===== src/design/tet_element_stiffness_macros.svh =====
// assertion macros for the element stiffness block
`ifndef TET_ELEMENT_STIFFNESS_MACROS_SVH
`define TET_ELEMENT_STIFFNESS_MACROS_SVH
// assert that a implies b in the same cycle
`define TES_ASSERT_IMP(label, a, b) \
  label: assert property (@(posedge clk) disable iff (!rst_n) (a) |-> (b)) \
    else $error("assertion failed");
// assert that a implies b in the next cycle
`define TES_ASSERT_NXT(label, a, b) \
  label: assert property (@(posedge clk) disable iff (!rst_n) (a) |=> (b)) \
    else $error("assertion failed");
`endif


===== src/design/tes_pkg.sv =====
`timescale 1ns / 1ps
// ----------------------------------------------------------------------------
// tes_pkg
// types shared by the element stiffness block
// ----------------------------------------------------------------------------
package tes_pkg;
  // sequencer states
  typedef enum logic [2:0] {
    ST_IDLE,
    ST_MUL,
    ST_ACC,
    ST_OUT
  } tes_state_t;
  // operand phase within one entry
  typedef enum logic [1:0] {
    PH_T,
    PH_D,
    PH_E
  } tes_phase_t;
  localparam logic KIND_HEADER = 1'b0;
endpackage


===== src/design/tet_element_stiffness.sv =====
`timescale 1ns / 1ps
// ----------------------------------------------------------------------------
// tet_element_stiffness
// Local 4x4 stiffness matrix of a linear tetrahedron, vol * gi' S gj, Q16.16.
// A header or an early-slot gradient item is stored on acceptance. The item of the last
// slot starts the sixteen entries; each entry runs 13 products through one
// shared multiplier, each multiplied in ST_MUL and then shifted, rounded,
// saturated and accumulated in ST_ACC, and the entry then goes out in ST_OUT.
// in_tready stays low until the last entry is taken. Entries come out in
// row-major order with tlast on the sixteenth.
// ----------------------------------------------------------------------------
module tet_element_stiffness
  import tes_pkg::*;
#(
  parameter int NODES_PER_ELEMENT = 4,
  parameter int DATA_WIDTH        = 32
) (
  input  logic                    clk,
  input  logic                    rst_n,
  input  logic                    in_tvalid,
  output logic                    in_tready,
  // tdata: sxx, sxy, sxz, syy, syz, szz, volume, grad_x, grad_y, grad_z, node_slot
  input  logic [10*DATA_WIDTH+7:0] in_tdata,
  // tuser: kind
  input  logic                    in_tuser,
  output logic                    out_tvalid,
  input  logic                    out_tready,
  // tdata: row, col, entry_value, saturated
  output logic [DATA_WIDTH+7:0]   out_tdata,
  output logic                    out_tlast
);
  localparam int DW = DATA_WIDTH;
  localparam int PW = 2 * DW;
  // accumulator holds three saturated values
  localparam int AW = DW + 2;
  localparam logic signed [AW-1:0] MAXV = AW'({1'b0, {(DW-1){1'b1}}});
  localparam logic signed [AW-1:0] MINV = -MAXV - AW'(1);
  // index of the last node slot
  localparam logic [1:0] LAST_NODE = 2'(NODES_PER_ELEMENT - 1);

  `include "tet_element_stiffness_macros.svh"

  // tensor, volume and gradient storage
  logic signed [DW-1:0] tens_r [6];
  logic signed [DW-1:0] vol_r;
  logic signed [DW-1:0] grad_r [NODES_PER_ELEMENT*3];

  tes_state_t state_r, state_nxt;
  tes_phase_t phase_r;
  logic [1:0] i_r, j_r, k_r, l_r;
  logic signed [AW-1:0] acc_r, dacc_r;
  logic signed [DW-1:0] t_r;
  logic signed [PW-1:0] prod_r;
  logic clip_r;
  logic [DW+7:0] odata_r;
  logic olast_r;

  logic in_acc;
  logic [1:0] slot;
  assign in_acc = in_tvalid && in_tready;
  assign slot   = in_tdata[10*DW+1:10*DW];

  // tensor lookup, symmetric
  function automatic logic [2:0] tidx(input logic [1:0] a, input logic [1:0] b);
    logic [3:0] s;
    s = {a, b};
    case (s)
      4'h0: tidx = 3'd0;
      4'h1, 4'h4: tidx = 3'd1;
      4'h2, 4'h8: tidx = 3'd2;
      4'h5: tidx = 3'd3;
      4'h6, 4'h9: tidx = 3'd4;
      default: tidx = 3'd5;
    endcase
  endfunction

  // operand selection for the shared multiplier
  logic signed [DW-1:0] opa, opb;
  always_comb begin
    case (phase_r)
      PH_T: begin
        opa = tens_r[tidx(k_r, l_r)];
        opb = grad_r[{j_r, 2'b00} - {2'b00, j_r} + {2'b00, l_r}];
      end
      PH_D: begin
        opa = grad_r[{i_r, 2'b00} - {2'b00, i_r} + {2'b00, k_r}];
        opb = t_r;
      end
      default: begin
        opa = vol_r;
        opb = dacc_r[DW-1:0];
      end
    endcase
  end

  // floor shift by 16 and saturation of the registered product
  logic signed [PW-1:0] shq;
  logic signed [AW-1:0] prs;
  logic pclip;
  always_comb begin
    shq = prod_r >>> 16;
    pclip = 1'b0;
    if (shq > PW'(MAXV)) begin
      prs = MAXV; pclip = 1'b1;
    end else if (shq < PW'(MINV)) begin
      prs = MINV; pclip = 1'b1;
    end else begin
      prs = AW'(shq);
    end
  end

  // saturation of an accumulated sum
  function automatic logic signed [AW:0] satf(input logic signed [AW-1:0] v);
    if (v > MAXV) satf = {1'b1, MAXV};
    else if (v < MINV) satf = {1'b1, MINV};
    else satf = {1'b0, v};
  endfunction

  logic signed [AW-1:0] sum;
  logic signed [AW:0] ssat;
  assign sum  = acc_r + prs;
  assign ssat = satf(sum);

  // next state
  always_comb begin
    state_nxt = state_r;
    case (state_r)
      ST_IDLE: if (in_acc && in_tuser != KIND_HEADER && slot == LAST_NODE) state_nxt = ST_MUL;
      ST_MUL: state_nxt = ST_ACC;
      ST_ACC: begin
        if (phase_r == PH_E) state_nxt = ST_OUT;
        else state_nxt = ST_MUL;
      end
      ST_OUT: begin
        if (out_tready) begin
          if (i_r == LAST_NODE && j_r == LAST_NODE) state_nxt = ST_IDLE;
          else state_nxt = ST_MUL;
        end
      end
      default: state_nxt = ST_IDLE;
    endcase
  end

  // outputs
  always_comb begin
    in_tready  = (state_r == ST_IDLE);
    out_tvalid = (state_r == ST_OUT);
    out_tdata  = odata_r;
    out_tlast  = olast_r;
  end

  // control registers
  always_ff @(posedge clk) begin
    if (!rst_n) begin
      state_r <= ST_IDLE;
      phase_r <= PH_T;
      i_r <= '0; j_r <= '0; k_r <= '0; l_r <= '0;
      vol_r <= '0;
      for (int n = 0; n < 6; n++) tens_r[n] <= '0;
    end else begin
      state_r <= state_nxt;
      if (in_acc && in_tuser == KIND_HEADER) begin
        for (int n = 0; n < 6; n++) tens_r[n] <= in_tdata[n*DW +: DW];
        vol_r <= in_tdata[6*DW +: DW];
      end
      if (state_r == ST_IDLE) begin
        phase_r <= PH_T;
        i_r <= '0; j_r <= '0; k_r <= '0; l_r <= '0;
      end
      if (state_r == ST_ACC) begin
        case (phase_r)
          PH_T: begin
            if (l_r == 2'd2) begin
              l_r <= '0; phase_r <= PH_D;
            end else l_r <= l_r + 2'd1;
          end
          PH_D: begin
            if (k_r == 2'd2) begin
              k_r <= '0; phase_r <= PH_E;
            end else begin
              k_r <= k_r + 2'd1; phase_r <= PH_T;
            end
          end
          default: phase_r <= PH_T;
        endcase
      end
      if (state_r == ST_OUT && out_tready) begin
        if (j_r == LAST_NODE) begin
          j_r <= '0;
          i_r <= i_r + 2'd1;
        end else j_r <= j_r + 2'd1;
      end
    end
  end

  // datapath registers
  always_ff @(posedge clk) begin
    if (in_acc && in_tuser != KIND_HEADER) begin
      for (int c = 0; c < 3; c++) grad_r[{slot, 2'b00} - {2'b00, slot} + 4'(c)]
        <= in_tdata[(7+c)*DW +: DW];
    end
    if (state_r == ST_MUL) prod_r <= PW'(opa) * PW'(opb);
    if (state_r == ST_IDLE || state_r == ST_OUT) begin
      acc_r <= '0; dacc_r <= '0; clip_r <= 1'b0;
    end
    if (state_r == ST_ACC) begin
      case (phase_r)
        PH_T: begin
          if (l_r == 2'd2) begin
            t_r   <= ssat[DW-1:0];
            clip_r <= clip_r | pclip | ssat[AW];
            acc_r <= dacc_r;
          end else begin
            clip_r <= clip_r | pclip;
            acc_r <= sum;
          end
        end
        PH_D: begin
          if (k_r == 2'd2) begin
            dacc_r <= ssat[AW-1:0];
            clip_r <= clip_r | pclip | ssat[AW];
          end else begin
            clip_r <= clip_r | pclip;
            dacc_r <= sum;
            acc_r  <= '0;
          end
        end
        default: begin
          odata_r <= {3'b0, clip_r | pclip, prs[DW-1:0], j_r, i_r};
          olast_r <= (i_r == LAST_NODE) && (j_r == LAST_NODE);
        end
      endcase
    end
  end

  // checks
  `TES_ASSERT_IMP(a_busy_not_ready, state_r != ST_IDLE, !in_tready)
  `TES_ASSERT_IMP(a_last_pos, out_tvalid && out_tlast, i_r == LAST_NODE && j_r == LAST_NODE)
  `TES_ASSERT_NXT(a_done_idle, out_tvalid && out_tready && out_tlast, in_tready)
endmodule


===== config.mk =====
export PLATFORM = sky130hd
export DESIGN_NAME = tet_element_stiffness
export DESIGN_NICKNAME = d
export VERILOG_FILES = /design/src/design/tes_pkg.sv /design/src/design/tet_element_stiffness.sv
export VERILOG_INCLUDE_DIRS = /design/src /design/src/design
export SDC_FILE = /design/constraint.sdc
export NUM_CORES = 2
export LEC_CHECK = 0
export ABC_CLOCK_PERIOD_IN_PS = 19500
export BUFFER_PORTS_ARGS = -buffer_cell sky130_fd_sc_hd__buf_2
export CELL_PAD_IN_SITES_DETAIL_PLACEMENT = 0
export CELL_PAD_IN_SITES_GLOBAL_PLACEMENT = 1
export CORE_ASPECT_RATIO = 0.9
export CORE_MARGIN = 8
export CORE_UTILIZATION = 47
export CTS_CLUSTER_SIZE = 28
export DETAILED_ROUTE_END_ITERATION = 12
export HOLD_SLACK_MARGIN = 0.12
export PLACE_DENSITY = 0.81
export SLEW_MARGIN = 20
export SYNTH_ARGS = -nofsm -noshare
export SYNTH_HDL_FRONTEND = slang
export SYNTH_SLANG_ARGS = --single-unit

===== constraint.sdc =====
create_clock -name clk -period 19.5 [get_ports clk]
set_input_delay 0.975 -clock clk [delete_from_list [all_inputs] [get_ports clk]]
set_output_delay 0.975 -clock clk [all_outputs]
set_load 0.005 [all_outputs]

==> metrics.md <==
| Metric | Value |
|---|---|
| Die W | `around 450 um` |
| Post-synth ARST share | `0%` |
| # nets final | `roughly 9500` |
| Top cell type's share of synthesized area | `27.3%` |
| Setup TNS | `0 ns` |
| CTS H-tree lvls | `3` |
| Clock latency at the later pin of the worst-skew pair | `a little over 0.7 ns` |
| Min cycle time layout | `14.07 ns` |
| GR Util All Layers | `a little under a third` |
| Area after DPL | `about 84000 sq um` |
| WL/cell | `between 20 and 30 um` |
| Area Growth Syn to Fin | `8.97%` |
| FILL cells | `between 15000 and 20000` |
| Top FF cell, synth | `edfxtp_1` |
| Initial antenna violation count | `65` |
| Post-CTS Hold Fix Bufs | `0` |
| Leading area contributor after synthesis | `fa_1` |
| Path type of the worst min-delay path | `in -> reg` |
| Mapped cell area | `79600 sq um` |
| Vias in the first global route | `between 60000 and 70000` |
| Die ar. | `183000 sq um` |
| Max-slew violation count | `0` |
| Drt first-iter violations | `7270` |
| Max frequency | `0.0711 GHz` |
| Final WL | `about 280 mm` |
| Critical path arrival | `14.50 ns` |
| Number of synthesized register bits | `between 800 and 900` |
| Fin crit share | `72.2%` |
| CP max stage delay | `about 1.3 ns` |
| Clk sinks | `around 800` |
| Synth Instances | `just under 8000` |
| # setup viols final | `0` |
| CTS clock-pin slew for the worst setup and hold paths | `0.06 ns` |
| Most used cell, CP | `fa_1` |
| Antenna Violating Nets Remaining | `0` |
| Worst path required time | `19.92 ns` |
| Status | `completed` |
| CP Capture Point | `prod_r[63]` |
| Setup Buffers After CTS | `0` |
| Slowest cell on crit path | `fa_1` |
| Crit Path Max Fanout | `between 50 and 60` |
| Clock Skew | `about 0.061 ns` |
| Number of synthesized flops with an enable pin | `approximately 690` |
| First-pass GRT wire length | `just over 400 mm` |
| R2R setup slack | `approximately 5.4 ns` |
| CTS max path bufs | `3` |
| Final Hold Fails | `0` |
| # IOs | `376` |
| Most frequent cells in the layout | `inv_1, fa_1, nand2_1` |
| Row Count | `approximately 140` |
| Core Region | `169000 sq um` |
| Avg Inst Size Synth | `just over 10 sq um` |
| Post-cts sizing count | `0` |
| Via count | `about 61000` |
| Post-synthesis sequential area ratio | `between 20 and 30%` |
| Slew @ Worst Pin | `between 1 and 1.5 ns` |
| Post-synth cell types | `82` |
| Worst Reg2Reg Path Length in Cells | `33` |
| Max cap viols | `0` |
| Initial Utilization | `a little under half` |
| RePlAce Congestion | `0.991` |
| R2r startpoint | `j_r[1]` |
| CP startpoint kind | `register` |
| Most common cell after layout, fill and taps aside | `inv_1` |
| Top post-synthesis cells by area | `fa_1, edfxtp_1, mux4_2` |
| Port bufs | `366` |
| Share of layout cells above drive strength 1 | `between 10% and 20%` |
| Final instance area | `about 87000 sq um` |
| Max transition margin | `between 10% and 20%` |
| Ys Warns | `0` |
| Via-to-Cell Ratio | `between 6 and 7` |
| DRC violation count after routing | `0` |
| Unrepaired setup endpoints after global routing | `no` |
| Detailed placement HPWL | `about 200 mm` |
| Crit end category | `register` |
| CTS tree | `built` |
| Pin count of the biggest net entering global routing | `131` |
| FF-to-FF End | `prod_r[63]` |
| First-pass iteration count of the detailed router | `6` |
| CTS Buf Count | `between 80 and 90` |
| WS Path Type | `reg -> reg` |
| WHS | `0.461 ns` |
| Global route total overflow | `0` |
| Root Buffer | `clkbuf_16` |
| Worst setup startpoint | `j_r[1]` |
| Die H | `406 um` |
## flip-flops by register name (all words and copies together) (netlist names), named ones only
signal	flops
grad_r	384
tens_r	192
out_tlast	1
out_tdata	37
prod_r	48
phase_r	2
j_r	2
t_r	32
state_r	2
acc_r	34
k_r	2
dacc_r	34
i_r	2
l_r	2
clip_r	1
vol_r	32
## synth_stat cells, types with 19 or more instances
master and instances:
xor2_1 38, ha_1 230, buf_2 19, nand2_1 1046, inv_1 1099, a31oi_1 76, mux2i_1 246, edfxtp_1 694
nand3_1 70, a211oi_1 70, clkbuf_1 450, nor2_1 640, o21ai_1 38, xnor2_1 60, nor3b_1 30, o21a_1 39
a221o_1 57, a22oi_1 36, a21o_1 100, nand2b_1 31, a21oi_1 251, nand4_1 26, dfxtp_1 116, mux4_2 224
nor2b_1 87, o21ai_0 346, a22o_1 34, buf_1 98, o221ai_1 32, and2_1 225, fa_1 1084
## cell families after synthesis
family / share of synthesized area [%]
simple gates: 12.0
buf+inv: 8.07
fa+ha+maj: 30.9
compound gates: 9.28
flops: 29.1
mux: 9.49
xor+xnor: 1.10
other cells: 0.00471
## layer usage
layer  global-route usage, %  up-vias  part of all wire [%]
met5                       0        -                 0.066
met4                    13.8       28                   5.3
li1                        -    25700                     -
met3                    11.0      771                    14
met2                    45.9     3700                    44
met1                    39.1    30800                    37
## layout make-up
type / instances / area [sq um] / share of cell area [%]
Clock inverter: 49 / 558 / 0.644
Antenna cell: 42 / 105 / 0.121
Sequential cell: 810 / 23200 / 26.7
Tap cell: 2247 / 2810 / 3.24
Timing Repair Buffer: 534 / 3100 / 3.58
Inverter: 1104 / 4150 / 4.79
Clock buffer: 109 / 2270 / 2.62
Multi-Input combinational cell: 5266 / 50500 / 58.3
## how the worst min path moves through the flow
stage / startpoint / endpoint / slack, ns / depth (start not counted)
after floorplan: acc_r[0] / acc_r[0] / 0.43 / 2
after CTS: in_tdata[218] / vol_r[26] / 0.41 / 2
after global routing: in_tdata[206] / vol_r[14] / 0.45 / 2
after global placement: acc_r[2] / acc_r[2] / 0.45 / 2
after detailed placement: acc_r[9] / acc_r[9] / 0.45 / 2
final: in_tdata[218] / vol_r[26] / 0.46 / 2
## per-stage QoR
stage	utilization, %	cells	worst slack [ns]
3_5_place_dp	49.7	9961	5.64
4_1_cts	51.4	10100	5.57
3_3_place_gp	49.7	9960	5.76
2_1_floorplan	-	7769	8.43
5_1_grt	51.4	10100	4.98
6_report	51.4	10200	5.43
## critical path: cells and delay by family, from the launching register on
kind                       cells  cell delay (ns)
adders and majority gates     10             6.50
AOI/OAI and AO/OA             12             2.99
buffers and inverters          6             2.65
DFF                            1             0.64
muxes                          2             0.45
and+or+nand+nor                3             0.41
Power is not shown: default switching activity piles up to over one toggle a cycle in this logic, so the estimate is an artifact.
